$ cat config.mk
export PLATFORM = sky130hd
export DESIGN_NAME = region_dominance_counter
export DESIGN_NICKNAME = d
export VERILOG_FILES = /design/src/hw/rtl/rdc_pkg.sv /design/src/hw/rtl/rdc_queue.sv /design/src/hw/rtl/rdc_front.sv /design/src/hw/rtl/rdc_back.sv /design/src/hw/rtl/region_dominance_counter.sv
export SDC_FILE = /design/constraint.sdc
export NUM_CORES = 2
export LEC_CHECK = 0
export ABC_AREA = 1
export BUFFER_PORTS_ARGS = -buffer_cell sky130_fd_sc_hd__buf_2
export CORE_ASPECT_RATIO = 0.8
export CORE_UTILIZATION = 45
export DETAILED_ROUTE_END_ITERATION = 16
export GPL_TIMING_DRIVEN = 0
export SLEW_MARGIN = 20
export SYNTH_ARGS = -nofsm -noshare
export SYNTH_HDL_FRONTEND = slang
export SYNTH_SLANG_ARGS = --single-unit
$ cat constraint.sdc
create_clock -name aclk -period 9.4 [get_ports aclk]
set_input_delay 0.47 -clock aclk [delete_from_list [all_inputs] [get_ports aclk]]
set_output_delay 0.47 -clock aclk [all_outputs]
set_load 0.005 [all_outputs]
$ cat src/hw/rtl/rdc_pkg.sv
// Shared types and constants for the region dominance counter.
// Used by the front, queue, back and top-level files; depends on nothing.
package rdc_pkg;

    // Fixed field widths
    localparam int COORD_BITS  = 16;
    localparam int MID_W       = COORD_BITS + 1;
    localparam int W_BITS      = 16;
    localparam int WEIGHT_REGS = 3;
    localparam int NPAD        = WEIGHT_REGS + 1;
    localparam int PIDX_W      = $clog2(NPAD);
    localparam int WIDX_W      = $clog2(WEIGHT_REGS);
    localparam int CORNER_W    = WEIGHT_REGS;
    localparam int CFG_IDX_W   = 3;
    localparam int DIMS_W      = 3;
    localparam int COUNT_W     = 16;
    localparam int ID_W        = 32;
    localparam int OUTC_W      = 2;

    // Arithmetic widths of the corner score difference
    localparam int H_W    = COORD_BITS + 3;
    localparam int DL_W   = COORD_BITS + 2;
    localparam int RHS_W  = DL_W + W_BITS;
    localparam int PROD_W = W_BITS + 1 + H_W;
    localparam int ACC_W  = PROD_W + 2;

    localparam int MAX_DIMS_DEF = 4;
    localparam int QDEPTH       = 2;

    localparam logic [COUNT_W-1:0] COUNT_MAX = '1;

    // Register indexes
    localparam logic [CFG_IDX_W-1:0] CFG_DIMS = 3'd0;
    localparam logic [CFG_IDX_W-1:0] CFG_K    = 3'd1;
    localparam logic [CFG_IDX_W-1:0] CFG_W0   = 3'd2;

    // Item kinds
    localparam logic OP_FOCAL = 1'b0;
    localparam logic OP_CAND  = 1'b1;

    // Outcome codes
    localparam logic [OUTC_W-1:0] OUT_CAND_DOM  = 2'd0;
    localparam logic [OUTC_W-1:0] OUT_FOCAL_DOM = 2'd1;
    localparam logic [OUTC_W-1:0] OUT_MIXED     = 2'd2;

    typedef logic signed [H_W-1:0] h_t;

    // One evaluation request: score differences captured at record end
    typedef struct packed {
        logic [ID_W-1:0]         id;
        logic                    last_rec;
        h_t [WEIGHT_REGS-1:0]    h;
        logic signed [DL_W-1:0]  dl;
    } eval_req_t;

    // One result item
    typedef struct packed {
        logic [ID_W-1:0]    cand_id;
        logic [OUTC_W-1:0]  outcome;
        logic [COUNT_W-1:0] count;
        logic               survives;
        logic               final_res;
    } out_res_t;

endpackage

$ cat src/hw/rtl/rdc_queue.sv
// Short request queue between the front and back parts of the counter.
// Depends on rdc_pkg for the request type and depth.
module rdc_queue (
    input  logic               aclk,
    input  logic               aresetn,
    input  logic               push_valid,
    output logic               push_ready,
    input  rdc_pkg::eval_req_t push_data,
    output logic               pop_valid,
    input  logic               pop_ready,
    output rdc_pkg::eval_req_t pop_data
);

    localparam int PTR_W = (rdc_pkg::QDEPTH > 1) ? $clog2(rdc_pkg::QDEPTH) : 1;
    localparam int CNT_W = $clog2(rdc_pkg::QDEPTH + 1);

    rdc_pkg::eval_req_t     slot_reg [rdc_pkg::QDEPTH];
    logic [PTR_W-1:0]       wr_ptr_reg;
    logic [PTR_W-1:0]       rd_ptr_reg;
    logic [CNT_W-1:0]       count_reg;
    logic                   do_push;
    logic                   do_pop;

    assign push_ready = (count_reg != CNT_W'(rdc_pkg::QDEPTH));
    assign pop_valid  = (count_reg != '0);
    assign pop_data   = slot_reg[rd_ptr_reg];
    assign do_push    = push_valid && push_ready;
    assign do_pop     = pop_valid && pop_ready;

    // Store incoming requests
    always_ff @(posedge aclk) begin
        if (do_push) begin
            slot_reg[wr_ptr_reg] <= push_data;
        end
    end

    // Advance pointers and occupancy
    always_ff @(posedge aclk) begin
        if (!aresetn) begin
            wr_ptr_reg <= '0;
            rd_ptr_reg <= '0;
            count_reg  <= '0;
        end else begin
            if (do_push) begin
                wr_ptr_reg <= (wr_ptr_reg == PTR_W'(rdc_pkg::QDEPTH - 1)) ? '0
                                                                          : wr_ptr_reg + 1'b1;
            end
            if (do_pop) begin
                rd_ptr_reg <= (rd_ptr_reg == PTR_W'(rdc_pkg::QDEPTH - 1)) ? '0
                                                                          : rd_ptr_reg + 1'b1;
            end
            if (do_push && !do_pop) begin
                count_reg <= count_reg + 1'b1;
            end else if (do_pop && !do_push) begin
                count_reg <= count_reg - 1'b1;
            end
        end
    end

endmodule

$ cat src/hw/rtl/rdc_front.sv
// Front part: accepts coordinate items, holds focal and midpoint stores,
// and turns each finished candidate into an evaluation request. Uses rdc_pkg.
module rdc_front #(
    parameter int MAX_DIMS = rdc_pkg::MAX_DIMS_DEF
) (
    input  logic                                aclk,
    input  logic                                aresetn,
    input  logic [rdc_pkg::DIMS_W-1:0]          eff_dims,
    input  logic                                in_valid,
    output logic                                in_ready,
    input  logic                                in_op,
    input  logic [1:0]                          in_coord_index,
    input  logic [rdc_pkg::COORD_BITS-1:0]      in_coord_low,
    input  logic [rdc_pkg::COORD_BITS-1:0]      in_coord_high,
    input  logic [rdc_pkg::ID_W-1:0]            in_record_id,
    input  logic                                in_last_coord,
    input  logic                                in_last_record,
    output logic                                req_valid,
    input  logic                                req_ready,
    output rdc_pkg::eval_req_t                  req_data
);

    localparam int DIDX_W = (MAX_DIMS > 1) ? $clog2(MAX_DIMS) : 1;

    logic [rdc_pkg::COORD_BITS-1:0] focal_reg [MAX_DIMS];
    logic [rdc_pkg::MID_W-1:0]      mid_reg   [MAX_DIMS];
    logic                           pending_reg;
    logic [rdc_pkg::ID_W-1:0]       pend_id_reg;
    logic                           pend_last_reg;

    logic [rdc_pkg::COORD_BITS-1:0] f_pad [rdc_pkg::NPAD];
    logic [rdc_pkg::MID_W-1:0]      m_pad [rdc_pkg::NPAD];
    logic [rdc_pkg::PIDX_W-1:0]     last_idx;
    logic signed [rdc_pkg::H_W-1:0] fl2_s;
    logic signed [rdc_pkg::H_W-1:0] ml_s;
    logic                           accept;
    logic                           idx_ok;
    logic [DIDX_W-1:0]              store_idx;

    assign in_ready  = !pending_reg;
    assign accept    = in_valid && in_ready;
    assign idx_ok    = (int'(in_coord_index) < MAX_DIMS);
    assign store_idx = DIDX_W'(in_coord_index);

    // Write the focal store (reset to zero)
    always_ff @(posedge aclk) begin
        if (!aresetn) begin
            for (int i = 0; i < MAX_DIMS; i++) begin
                focal_reg[i] <= '0;
            end
        end else if (accept && idx_ok && in_op == rdc_pkg::OP_FOCAL) begin
            focal_reg[store_idx] <= in_coord_low;
        end
    end

    // Write the midpoint store as the sum of the bounds
    always_ff @(posedge aclk) begin
        if (accept && idx_ok && in_op == rdc_pkg::OP_CAND) begin
            mid_reg[store_idx] <= {1'b0, in_coord_low} + {1'b0, in_coord_high};
        end
    end

    // Hold a finished candidate until the queue takes its request
    always_ff @(posedge aclk) begin
        if (!aresetn) begin
            pending_reg <= 1'b0;
        end else if (pending_reg) begin
            if (req_ready) begin
                pending_reg <= 1'b0;
            end
        end else if (accept && idx_ok && in_op == rdc_pkg::OP_CAND && in_last_coord) begin
            pending_reg <= 1'b1;
        end
    end

    always_ff @(posedge aclk) begin
        if (accept) begin
            pend_id_reg   <= in_record_id;
            pend_last_reg <= in_last_record;
        end
    end

    // Pad the stores out to the widest weight region
    for (genvar i = 0; i < rdc_pkg::NPAD; i++) begin : g_pad
        if (i < MAX_DIMS) begin : g_use
            assign f_pad[i] = focal_reg[i];
            assign m_pad[i] = mid_reg[i];
        end else begin : g_zero
            assign f_pad[i] = '0;
            assign m_pad[i] = '0;
        end
    end

    // Score differences relative to the last dimension
    assign last_idx = rdc_pkg::PIDX_W'(eff_dims - 3'd1);
    assign fl2_s    = $signed({2'b00, f_pad[last_idx], 1'b0});
    assign ml_s     = $signed({2'b00, m_pad[last_idx]});

    always_comb begin
        req_data.id       = pend_id_reg;
        req_data.last_rec = pend_last_reg;
        for (int d = 0; d < rdc_pkg::WEIGHT_REGS; d++) begin
            req_data.h[d] = $signed({2'b00, f_pad[d], 1'b0}) - fl2_s
                            - $signed({2'b00, m_pad[d]}) + ml_s;
        end
        req_data.dl = $signed({1'b0, m_pad[last_idx]})
                      - $signed({1'b0, f_pad[last_idx], 1'b0});
    end

    assign req_valid = pending_reg;

endmodule

$ cat src/hw/rtl/rdc_back.sv
// Back part: walks every corner of the weight box with one shared
// multiply-accumulate, classifies the candidate and keeps the count. Uses rdc_pkg.
module rdc_back (
    input  logic                                  aclk,
    input  logic                                  aresetn,
    input  logic [rdc_pkg::DIMS_W-1:0]            eff_dims,
    input  logic [rdc_pkg::COUNT_W-1:0]           k_limit,
    input  logic [2*rdc_pkg::W_BITS-1:0]          weights [rdc_pkg::WEIGHT_REGS],
    input  logic                                  req_valid,
    output logic                                  req_ready,
    input  rdc_pkg::eval_req_t                    req_data,
    output logic                                  res_valid,
    input  logic                                  res_ready,
    output rdc_pkg::out_res_t                     res_data
);

    typedef enum logic [1:0] {ST_IDLE, ST_EVAL, ST_DRAIN} state_t;

    state_t                            state_reg;
    rdc_pkg::eval_req_t                req_reg;
    logic [rdc_pkg::CORNER_W-1:0]      corner_reg;
    logic [rdc_pkg::WIDX_W-1:0]        dim_reg;
    logic signed [rdc_pkg::PROD_W-1:0] prod_reg;
    logic                              prod_vld_reg;
    logic                              prod_first_reg;
    logic                              prod_end_reg;
    logic                              prod_fin_reg;
    logic signed [rdc_pkg::ACC_W-1:0]  acc_reg;
    logic                              all_above_reg;
    logic                              all_atleast_reg;
    logic                              done_reg;
    logic [rdc_pkg::COUNT_W-1:0]       count_reg;
    logic                              res_valid_reg;
    rdc_pkg::out_res_t                 res_reg;

    logic [rdc_pkg::WIDX_W-1:0]        dim_last;
    logic [rdc_pkg::CORNER_W-1:0]      corner_last;
    logic [2*rdc_pkg::W_BITS-1:0]      wsel;
    logic [rdc_pkg::W_BITS-1:0]        w;
    logic signed [rdc_pkg::PROD_W-1:0] prod_next;
    logic                              step_end;
    logic                              step_fin;
    logic signed [rdc_pkg::ACC_W-1:0]  acc_base;
    logic signed [rdc_pkg::ACC_W-1:0]  acc_sum;
    logic signed [rdc_pkg::RHS_W-1:0]  rhs;
    logic                              above;
    logic                              out_free;
    logic                              res_load;
    logic [rdc_pkg::OUTC_W-1:0]        outcome;
    logic [rdc_pkg::COUNT_W-1:0]       count_inc;

    // Corner and weight-dimension bounds from the dimension count
    assign dim_last    = rdc_pkg::WIDX_W'(eff_dims - 3'd2);
    assign corner_last = rdc_pkg::CORNER_W'(((rdc_pkg::CORNER_W + 1)'(1)
                                             << (eff_dims - 3'd1)) - 1'b1);

    // Issue stage: one weight times one score difference
    assign wsel      = weights[dim_reg];
    assign w         = corner_reg[dim_reg] ? wsel[2*rdc_pkg::W_BITS-1:rdc_pkg::W_BITS]
                                           : wsel[rdc_pkg::W_BITS-1:0];
    assign prod_next = $signed({1'b0, w}) * $signed(req_reg.h[dim_reg]);
    assign step_end  = (dim_reg == dim_last);
    assign step_fin  = step_end && (corner_reg == corner_last);

    // Accumulate stage and corner compare
    assign acc_base = prod_first_reg ? '0 : acc_reg;
    assign acc_sum  = acc_base + prod_reg;
    assign rhs      = $signed({req_reg.dl, {rdc_pkg::W_BITS{1'b0}}});
    assign above    = (acc_sum > rhs);

    // Classification and count update
    assign out_free  = !res_valid_reg || res_ready;
    assign res_load  = (state_reg == ST_DRAIN) && done_reg && out_free;
    assign outcome   = all_above_reg   ? rdc_pkg::OUT_FOCAL_DOM :
                       all_atleast_reg ? rdc_pkg::OUT_CAND_DOM  : rdc_pkg::OUT_MIXED;
    assign count_inc = (outcome == rdc_pkg::OUT_CAND_DOM && count_reg != rdc_pkg::COUNT_MAX)
                       ? count_reg + 1'b1 : count_reg;

    assign req_ready = (state_reg == ST_IDLE);
    assign res_valid = res_valid_reg;
    assign res_data  = res_reg;

    // Sequencer, multiply pipeline and result register
    always_ff @(posedge aclk) begin
        if (!aresetn) begin
            state_reg     <= ST_IDLE;
            prod_vld_reg  <= 1'b0;
            done_reg      <= 1'b0;
            count_reg     <= '0;
            res_valid_reg <= 1'b0;
        end else begin
            res_valid_reg <= res_load || (res_valid_reg && !res_ready);
            prod_vld_reg  <= (state_reg == ST_EVAL);

            unique case (state_reg)
                ST_IDLE: begin
                    if (req_valid) begin
                        req_reg         <= req_data;
                        corner_reg      <= '0;
                        dim_reg         <= '0;
                        all_above_reg   <= 1'b1;
                        all_atleast_reg <= 1'b1;
                        state_reg       <= ST_EVAL;
                    end
                end
                ST_EVAL: begin
                    prod_reg       <= prod_next;
                    prod_first_reg <= (dim_reg == '0);
                    prod_end_reg   <= step_end;
                    prod_fin_reg   <= step_fin;
                    if (step_end) begin
                        dim_reg    <= '0;
                        corner_reg <= corner_reg + 1'b1;
                    end else begin
                        dim_reg <= dim_reg + 1'b1;
                    end
                    if (step_fin) begin
                        state_reg <= ST_DRAIN;
                    end
                end
                ST_DRAIN: begin
                    if (res_load) begin
                        res_reg.cand_id   <= req_reg.id;
                        res_reg.outcome   <= outcome;
                        res_reg.count     <= count_inc;
                        res_reg.survives  <= req_reg.last_rec && (count_inc < k_limit);
                        res_reg.final_res <= req_reg.last_rec;
                        count_reg         <= req_reg.last_rec ? '0 : count_inc;
                        done_reg          <= 1'b0;
                        state_reg         <= ST_IDLE;
                    end
                end
                default: begin
                    state_reg <= ST_IDLE;
                end
            endcase

            // Fold each finished corner into the outcome flags
            if (prod_vld_reg) begin
                acc_reg <= acc_sum;
                if (prod_end_reg) begin
                    all_above_reg   <= all_above_reg && above;
                    all_atleast_reg <= all_atleast_reg && !above;
                end
                if (prod_end_reg && prod_fin_reg) begin
                    done_reg <= 1'b1;
                end
            end
        end
    end

endmodule

$ cat src/hw/rtl/region_dominance_counter.sv
// Top level of the region dominance counter: stream ports, configuration
// registers, front, queue and back. Depends on rdc_pkg and the rdc_* modules.
//
// Send the focal point as op=0 items, then each candidate as op=1 items, one
// coordinate per item; the item flagged tlast closes a candidate and yields
// one result. Coordinate items are taken one per cycle unless a request is
// pending: the item closing a candidate stalls the input until its request
// is taken by the queue. The back evaluates each candidate on a single shared
// multiplier, one weight dimension of one corner per cycle, over D-1 weight
// dimensions for each of the 2^(D-1) corners; a two-entry request queue lets
// the next candidates load meanwhile. Configuration is accepted every cycle but
// must only change while the block is idle.
module region_dominance_counter #(
    parameter int MAX_DIMS = rdc_pkg::MAX_DIMS_DEF
) (
    input  logic                           aclk,
    input  logic                           aresetn,
    // Input items
    input  logic                           s_tvalid,
    output logic                           s_tready,
    // coord_index[1:0], coord_low[17:2], coord_high[33:18], record_id[65:34], zero pad
    input  logic [71:0]                    s_tdata,
    input  logic                           s_tlast,   // last_coord
    // op[0], last_record[1]
    input  logic [1:0]                     s_tuser,
    // Result items
    output logic                           m_tvalid,
    input  logic                           m_tready,
    // cand_id[31:0], outcome[33:32], dominator_count[49:34], survives[50], zero pad
    output logic [55:0]                    m_tdata,
    output logic                           m_tlast,   // final_res
    // Configuration writes
    input  logic                           cfg_valid,
    output logic                           cfg_ready,
    input  logic [rdc_pkg::CFG_IDX_W-1:0]  cfg_index,
    input  logic [31:0]                    cfg_data
);

    localparam int DIM_TOP = (MAX_DIMS < rdc_pkg::NPAD) ? MAX_DIMS : rdc_pkg::NPAD;

    logic [rdc_pkg::DIMS_W-1:0]     dims_reg;
    logic [rdc_pkg::COUNT_W-1:0]    k_limit_reg;
    logic [2*rdc_pkg::W_BITS-1:0]   weight_reg [rdc_pkg::WEIGHT_REGS];
    logic [rdc_pkg::DIMS_W-1:0]     eff_dims;

    logic                           q_push_valid;
    logic                           q_push_ready;
    rdc_pkg::eval_req_t             q_push_data;
    logic                           q_pop_valid;
    logic                           q_pop_ready;
    rdc_pkg::eval_req_t             q_pop_data;
    rdc_pkg::out_res_t              res;

    assign cfg_ready = 1'b1;

    // Register writes
    always_ff @(posedge aclk) begin
        if (!aresetn) begin
            dims_reg    <= 3'd4;
            k_limit_reg <= 16'd1;
            for (int i = 0; i < rdc_pkg::WEIGHT_REGS; i++) begin
                weight_reg[i] <= '0;
            end
        end else if (cfg_valid && cfg_ready) begin
            unique case (cfg_index)
                rdc_pkg::CFG_DIMS: dims_reg    <= cfg_data[rdc_pkg::DIMS_W-1:0];
                rdc_pkg::CFG_K:    k_limit_reg <= cfg_data[rdc_pkg::COUNT_W-1:0];
                default: begin
                    if (cfg_index >= rdc_pkg::CFG_W0 &&
                        int'(cfg_index) < int'(rdc_pkg::CFG_W0) + rdc_pkg::WEIGHT_REGS) begin
                        weight_reg[rdc_pkg::WIDX_W'(cfg_index - rdc_pkg::CFG_W0)] <= cfg_data;
                    end
                end
            endcase
        end
    end

    // Clamp the dimension count to what the weight region supports
    assign eff_dims = (dims_reg < 3'd2) ? 3'd2 :
                      (int'(dims_reg) > DIM_TOP) ? rdc_pkg::DIMS_W'(DIM_TOP) : dims_reg;

    rdc_front #(
        .MAX_DIMS (MAX_DIMS)
    ) u_front (
        .aclk           (aclk),
        .aresetn        (aresetn),
        .eff_dims       (eff_dims),
        .in_valid       (s_tvalid),
        .in_ready       (s_tready),
        .in_op          (s_tuser[0]),
        .in_coord_index (s_tdata[1:0]),
        .in_coord_low   (s_tdata[17:2]),
        .in_coord_high  (s_tdata[33:18]),
        .in_record_id   (s_tdata[65:34]),
        .in_last_coord  (s_tlast),
        .in_last_record (s_tuser[1]),
        .req_valid      (q_push_valid),
        .req_ready      (q_push_ready),
        .req_data       (q_push_data)
    );

    rdc_queue u_queue (
        .aclk       (aclk),
        .aresetn    (aresetn),
        .push_valid (q_push_valid),
        .push_ready (q_push_ready),
        .push_data  (q_push_data),
        .pop_valid  (q_pop_valid),
        .pop_ready  (q_pop_ready),
        .pop_data   (q_pop_data)
    );

    rdc_back u_back (
        .aclk      (aclk),
        .aresetn   (aresetn),
        .eff_dims  (eff_dims),
        .k_limit   (k_limit_reg),
        .weights   (weight_reg),
        .req_valid (q_pop_valid),
        .req_ready (q_pop_ready),
        .req_data  (q_pop_data),
        .res_valid (m_tvalid),
        .res_ready (m_tready),
        .res_data  (res)
    );

    // Pack the result
    assign m_tdata = {5'b0, res.survives, res.count, res.outcome, res.cand_id};
    assign m_tlast = res.final_res;

    // Survival is reported only on the final result
    a_surv_final: assert property (@(posedge aclk) disable iff (!aresetn)
        (m_tvalid && !m_tlast) |-> !m_tdata[50])
        else $error("survives set on a non-final result");

    // A dominating candidate always leaves a nonzero count
    a_dom_count: assert property (@(posedge aclk) disable iff (!aresetn)
        (m_tvalid && m_tdata[33:32] == rdc_pkg::OUT_CAND_DOM) |-> (m_tdata[49:34] != '0))
        else $error("dominator result with zero count");

    // Outcome code is always a defined one
    a_outcome: assert property (@(posedge aclk) disable iff (!aresetn)
        m_tvalid |-> (m_tdata[33:32] == rdc_pkg::OUT_CAND_DOM ||
                      m_tdata[33:32] == rdc_pkg::OUT_FOCAL_DOM ||
                      m_tdata[33:32] == rdc_pkg::OUT_MIXED))
        else $error("undefined outcome code");

    // A request blocked by a full queue holds until taken, with input stalled
    a_req_hold: assert property (@(posedge aclk) disable iff (!aresetn)
        (q_push_valid && !q_push_ready) |=> (q_push_valid && $stable(q_push_data) && !s_tready))
        else $error("pending request dropped or changed");

endmodule
---- Word-level counts from Yosys, hierarchy flattened ----
Memory sizes are Yosys's and may differ from the RTL's. A register that Yosys moved wholly into a read port is not among the register bits.
Cells that the tools add are included.
word-level totals
  memories ................................ 3
  RAM bits ................................ 348
  bits in latches ......................... 0
  input bits .............................. 115
  bits in registers ....................... 310
  memory bits (read-only) ................. 0
cells by class
  reductions and logical operators ........ 47
  multiply operators ...................... 1
  shifts and indexed selects .............. 1
  add/subtract/negate cells ............... 23
  div/mod/pow operators ................... 0
  order comparisons ....................... 11
  mux-type cells .......................... 64
  equality and inequality tests ........... 11
  bitwise operators ....................... 5
memory list
  name               words  width  rd ports  clocked after Yosys merged registers in  wr ports  RTL line         RTL
  u_queue.slot_reg   2      108    1         1                                        1         rdc_queue.sv:17  rdc_pkg::eval_req_t slot_reg [rdc_pkg::QDEPTH];
  u_front.mid_reg    4      17     4         0                                        1         rdc_front.sv:26  logic [rdc_pkg::MID_W-1:0] mid_reg [MAX_DIMS];
  u_front.focal_reg  4      16     4         0                                        4         rdc_front.sv:25  logic [rdc_pkg::COORD_BITS-1:0] focal_reg [MAX_DIMS];
operator list
  cell                                                             number
  96-bit bitwise mux                                               1
  16-bit two-way mux                                               6
  32-bit two-way mux                                               3
  17-bit by 17-bit subtractor with 18-bit output                   4
  32-bit binary-select mux with 2-bit select                       1
  32-bit demux with 2-bit select                                   1
  19-bit by 18-bit adder with 19-bit output                        3
  19-bit by 18-bit subtractor with 19-bit output                   3
  38-bit by 36-bit adder with 38-bit output                        1
  19-bit binary-select mux with 2-bit select                       1
  38-bit by 34-bit greater-than comparator with 1-bit output       1
  38-bit two-way mux                                               1
  17-bit by 19-bit multiplier with 36-bit output                   1
  17-bit binary-select mux with 2-bit select                       1
  17-bit two-way mux                                               2
  16-bit binary-select mux with 2-bit select                       1
  1-bit two-way mux                                                27
  2-bit two-way mux                                                10
  1-bit logical AND                                                19
  19-bit two-way mux                                               1
  16-bit by 16-bit adder with 17-bit output                        1
  16-bit by 1-bit adder with 16-bit output, second input constant  1
  16-bit < comparator                                              1
  16-bit != test, second input constant                            1
  other kinds (38)                                                 71

---- Longest topological paths before layout ----
  depth in word-level cells ............... 11
  depth in mapped cells ................... 36
  gate-level depth less buffers ........... 34

---- Hierarchy ----
Synthesis repeated with hierarchy kept, for this count alone.
second synthesis, totals
  cell total of the unflattened synthesis .. 6175
  area, all modules ....................... 54423.4 µm²
modules (own cells, without submodules)
  module                    seq. area each (µm²)  area an instance (µm²)  cells each  instances
  rdc_back                  7747.4                25739.7                 2879        1
  rdc_front                 4974.8                15866.5                 2238        1
  rdc_queue                 6586.3                8102.8                  373         1
  region_dominance_counter  2302.2                4714.5                  685         1

---- Least setup slack after synthesis ----
OpenSTA, ideal clock, no wires.
  kind .................................... register -> register
  start point ............................. register u_back.dim_reg[0] (netlist name)
  end point ............................... register u_back.prod_reg[35] (netlist name) (data pin)
  slack ................................... 2833 ps
  required time ........................... 9148 ps
  library setup time ...................... 252 ps
  arrival time ............................ 6314 ps
  period minus slack after synthesis ...... 6567 ps
  buffers on the path ..................... 2
  cell stages (with the launch flop) ...... 30
  cells stage by stage .................... edfxtp_1 -> inv_2 -> buf_4 -> nand2_2 -> a31oi_4 -> buf_2 -> o21ai_0 -> nand2_1 -> inv_1 -> nor2_1 -> inv_1 -> fa_1 -> fa_1 -> inv_1 -> fa_1 -> fa_1 -> fa_1 -> inv_1 -> fa_1 -> inv_1 -> ha_1 -> nand2_1 -> nor4_1 -> nand3_1 -> nand3_1 -> nand2_1 -> o211ai_1 -> nand2_1 -> nand3b_1 -> nand2_1
between the ends
  cells in the longest elaborated chain, start to end .. 6
  elaborated cells between the ends (all ways) .. 10
RTL lines
  element                                                 RTL line         RTL
  start, declared                                         rdc_back.sv:22   logic [rdc_pkg::WIDX_W-1:0] dim_reg;
  start signal, assigned                                  rdc_back.sv:115  dim_reg <= dim_reg + 1'b1;
  2-bit inverter with 3-bit output (not written as such)  rdc_back.sv:58   assign wsel = weights[dim_reg];
  32-bit binary-select mux with 2-bit select              rdc_back.sv:58
  32-bit two-way mux (not written as such) (2 in a row)   rdc_back.sv:58
  16-bit two-way mux                                      rdc_back.sv:59   assign w = corner_reg[dim_reg] ? wsel[2*rdc_pkg::W_BITS-1:rdc_pkg::W_BITS]
  17-bit by 19-bit multiplier with 36-bit output (*)      rdc_back.sv:61   assign prod_next = $signed({1'b0, w}) * $signed(req_reg.h[dim_reg]);
  named net u_back.prod_next (one bit)                    rdc_back.sv:40   logic signed [rdc_pkg::PROD_W-1:0] prod_next;
  end signal, assigned                                    rdc_back.sv:107  prod_reg <= prod_next;
  end, declared                                           rdc_back.sv:23   logic signed [rdc_pkg::PROD_W-1:0] prod_reg;
The timed path passes the listed nets; every way through them passes the cells marked *. The select of a mux whose other input is x is not followed.
A chain may end at the register's enable or synchronous reset.

==> flow_summary_export.csv <==
group,metric,value,unit
logic_synthesis,syn_avg_cell_area,9.44,µm²
place,gp_congestion,0.919,
logic_synthesis,synth_area_leaders,"edfxtp_1 37%, fa_1 14%, nand2_1 8.5%, ha_1 7.6%, inv_1 6.5%",
drt,drtPass1Iterations,6,
final_layout,largest_reg_flops,216,
setup_path,crit_arrival,8.98,ns
hold_path,hold_class,"input port to register",
pwr,power.density,265,nW/µm²
drt,drt-initial-drc-count,2806,
sta,fin_crit_sh,0.912,
setup_path,critPathKind,"register to register",
drt,vias,36900,
logic_synthesis,synth_largest_area_cell,"edfxtp_1",
pwr,leakage,25.2,nW
sta,relSlewSlack,0.151,
global_route,grt_max_degree,29,
floorplan,die_y,301,µm
sta,fin_ws,0.823,ns
logic_synthesis,yosysSeqAreaShare,0.429,
logic_synthesis,yosys.cell_count.top_type,"nand2_1",
floorplan,core_area,111000,µm²
setup_path,critPathMaxFanout,11,
setup_path,end_kind,"register",
clock_tree,cts_buffer_depth,3,
logic_synthesis,synth_edf_count,625,
clock_tree,clk_latency,0.68,ns
drt,wl_per_cell,18.7,µm
run_status,status,"completed",
global_route,grt_first_pass_wirelength,210,mm
setup_path,slowest_delay,0.82,ns
sta,drv_slew,0,
logic_synthesis,synth_async_sr_flop_share,0,
sta,finClkSkew,0.0418,ns
floorplan,initial_core_util,0.455,
sta,fmax,117,MHz
floorplan,pin_count,175,
pwr,peakVddDrop,0.147,mV
sta,finalSetupViolCount,0,
pwr,power.total,0.0150,W
clock_tree,clock-sinks,766,
sta,hold_violations,0,
clock_tree,root_buffer,"clkbuf_16",
logic_synthesis,syn_inst,5331,
logic_synthesis,synth_mux_area_frac,0,
final_layout,post-route-util,0.512,
floorplan,row_count,109,
global_route,track_usage,0.242,
clock_tree,cts_tree,"yes",
drt,routed.top_layer,"met4",
drt,detail_route.vias_per_cell,5.12,
global_route,grt-ovfl-total,0,
drt,route.detailed.drc,0,
logic_synthesis,synth_top_family_by_area,"adder cells",
setup_path,r2r_setup_slack,0.82,ns
setup_path,crit_top_cell,"nand2_1",
drt,routed-wl-met2,59.8,mm
final_layout,drive_gt1_frac,0.0836,
place,port_buffers,162,
run,cap_viol_max_count,0,
setup_path,crit_slowest_cell,"buf_1",
logic_synthesis,synth_fa_ha_area_frac,0.221,
logic_synthesis,yosys_warnings,0,
place,dp_hpwl,108,mm
logic_synthesis,synth_xor_area_frac,0.0341,
logic_synthesis,ys_types,56,
logic_synthesis,synth_compound_area_frac,0.0834,
sta,setup_tns,0,ns
drt,dr_wl_met3,9.01,mm
floorplan,fp.dieW,376,µm
final_layout,final_nets,6428,
global_route,grt_pass1_vias,36500,
setup_path,cp-start-kind,"register",
sta,post-route-min-period,8.58,ns
final_layout,synthToLayoutAreaGrowth,12.6,%
global_route,antenna_found_initial,2,
clock_tree,cts_buffers,80,
drt,wl_met1,63.1,mm
drt,drt_wl_total,135,mm
sta,worstMarginPinSlew,1.27,ns
logic_synthesis,synth_top_area_frac,0.373,
setup_path,crit_required,9.80,ns
logic_synthesis,synth-simple-area-share,0.152,
place,place_ws,0.986,ns
clock_tree,h-tree-depth,3,
sta,rsz0062_at_grt,"false",
drt,antenna_left,0,
logic_synthesis,synthFlopType,"edfxtp_1",
logic_synthesis,synth_area,50300,µm²
floorplan,dieArea,113000,µm²
clock_tree,path_clk_slew,0.06,ns
logic_synthesis,ys_ff_latch,766,
logic_synthesis,ys_top_cells_by_count,"1135 x nand2_1, 870 x inv_1, 625 x edfxtp_1",
[logic make-up after synthesis]
kind of cell	count (synthesis)
adder cells (fa/ha/maj)	670
flip-flops	766
AND/OR/NAND/NOR	1927
XOR/XNOR	196
other	2
AO/OA/AOI/OAI	722
buffers and inverters	1048
[layout by cell type (no fill, tap or decap), types with 10 or more instances in the layout]
| master | Yosys | layout |
|---|---|---|
| a21o_1 | 11 | 11 |
| nor4_1 | 11 | 11 |
| buf_16 | 0 | 10 |
| nor3_1 | 23 | 22 |
| a31oi_1 | 12 | 12 |
| o21ai_1 | 15 | 15 |
| buf_2 | 46 | 208 |
| nand2_1 | 1135 | 1135 |
| fa_1 | 364 | 364 |
| xnor2_1 | 67 | 67 |
| a32o_1 | 14 | 14 |
| buf_12 | 0 | 10 |
| or2_2 | 39 | 39 |
| ha_1 | 306 | 306 |
| inv_2 | 20 | 21 |
| dfxtp_1 | 141 | 141 |
| clkbuf_1 | 85 | 99 |
| o31ai_1 | 18 | 17 |
| xor2_1 | 129 | 129 |
| clkinv_1 | 3 | 17 |
| nand4_1 | 20 | 20 |
| o21ai_0 | 256 | 253 |
| nor2_1 | 593 | 584 |
| dlygate4sd3_1 | 0 | 33 |
| buf_4 | 10 | 13 |
| a21oi_1 | 306 | 306 |
| edfxtp_1 | 625 | 625 |
| buf_1 | 11 | 11 |
| clkbuf_16 | 0 | 81 |
| inv_1 | 870 | 869 |
| nand3_1 | 82 | 82 |
[metrics by stage]
stage | cell area, µm² | hold slack (ns) | cells
floorplan | 50300 | 0.400 | 5335
global placement | 53000 | 0.401 | 6995
detailed placement | 53700 | 0.405 | 7024
CTS | 56600 | 0.0452 | 7204
global route | 56700 | 0.0745 | 7207
finish | 56700 | 0.0738 | 7207
[report_power, final]
part	internal [W]	switching (W)	total [W]
registers	0.00438	0.000146	0.00453
clock network	0.00180	0.00140	0.00320
logic	0.00244	0.00486	0.00730
total	0.00862	0.00641	0.0150
[worst max-delay path: cells and delay by family, from the launching register on]
family          cells  cell delay [ns]
flops               1             0.48
xor+xnor            1             0.27
compound gates      7             2.16
simple gates       10             1.30
fa+ha+maj           5             2.09
buf+inv             5             1.99
[final timing paths]
path / startpoint / cells past startpoint / end
hold / removal: cfg_data[31] / 3 / weight_reg[95]
setup reg to reg: dims_reg[2] / 28 / u_queue.slot_reg[1][36]
setup / recovery: dims_reg[2] / 28 / u_queue.slot_reg[1][36]
hold reg to reg: u_back.req_reg[90] / 0 / u_back.res_data[34]
[metal layers]
layer | vias up | track usage
li1 | 17800 | -
met4 | 0 | 0.0574
met2 | 1117 | 0.375
met1 | 17900 | 0.358
met5 | - | 0
met3 | 155 | 0.0339
[what timing repair did]
action,CTS,global route
buffers inserted,0,0
hold buffers,33,0
gates resized for setup,0,0
endpoints found under the hold margin,33,0
[final cells by class]
| cell class | count | area [µm²] |
|---|---|---|
| Clock inverter | 48 | 517 |
| Multi-Input combinational cell | 3521 | 24800 |
| Buffer | 155 | 701 |
| Fill cell | 10200 | 53900 |
| Sequential cell | 766 | 21600 |
| Clock buffer | 99 | 2120 |
| Timing Repair Buffer | 226 | 1740 |
| Tap cell | 1498 | 1870 |
| Antenna cell | 1 | 2.50 |
| Inverter | 893 | 3350 |
Power figures use the tool's default switching activity.
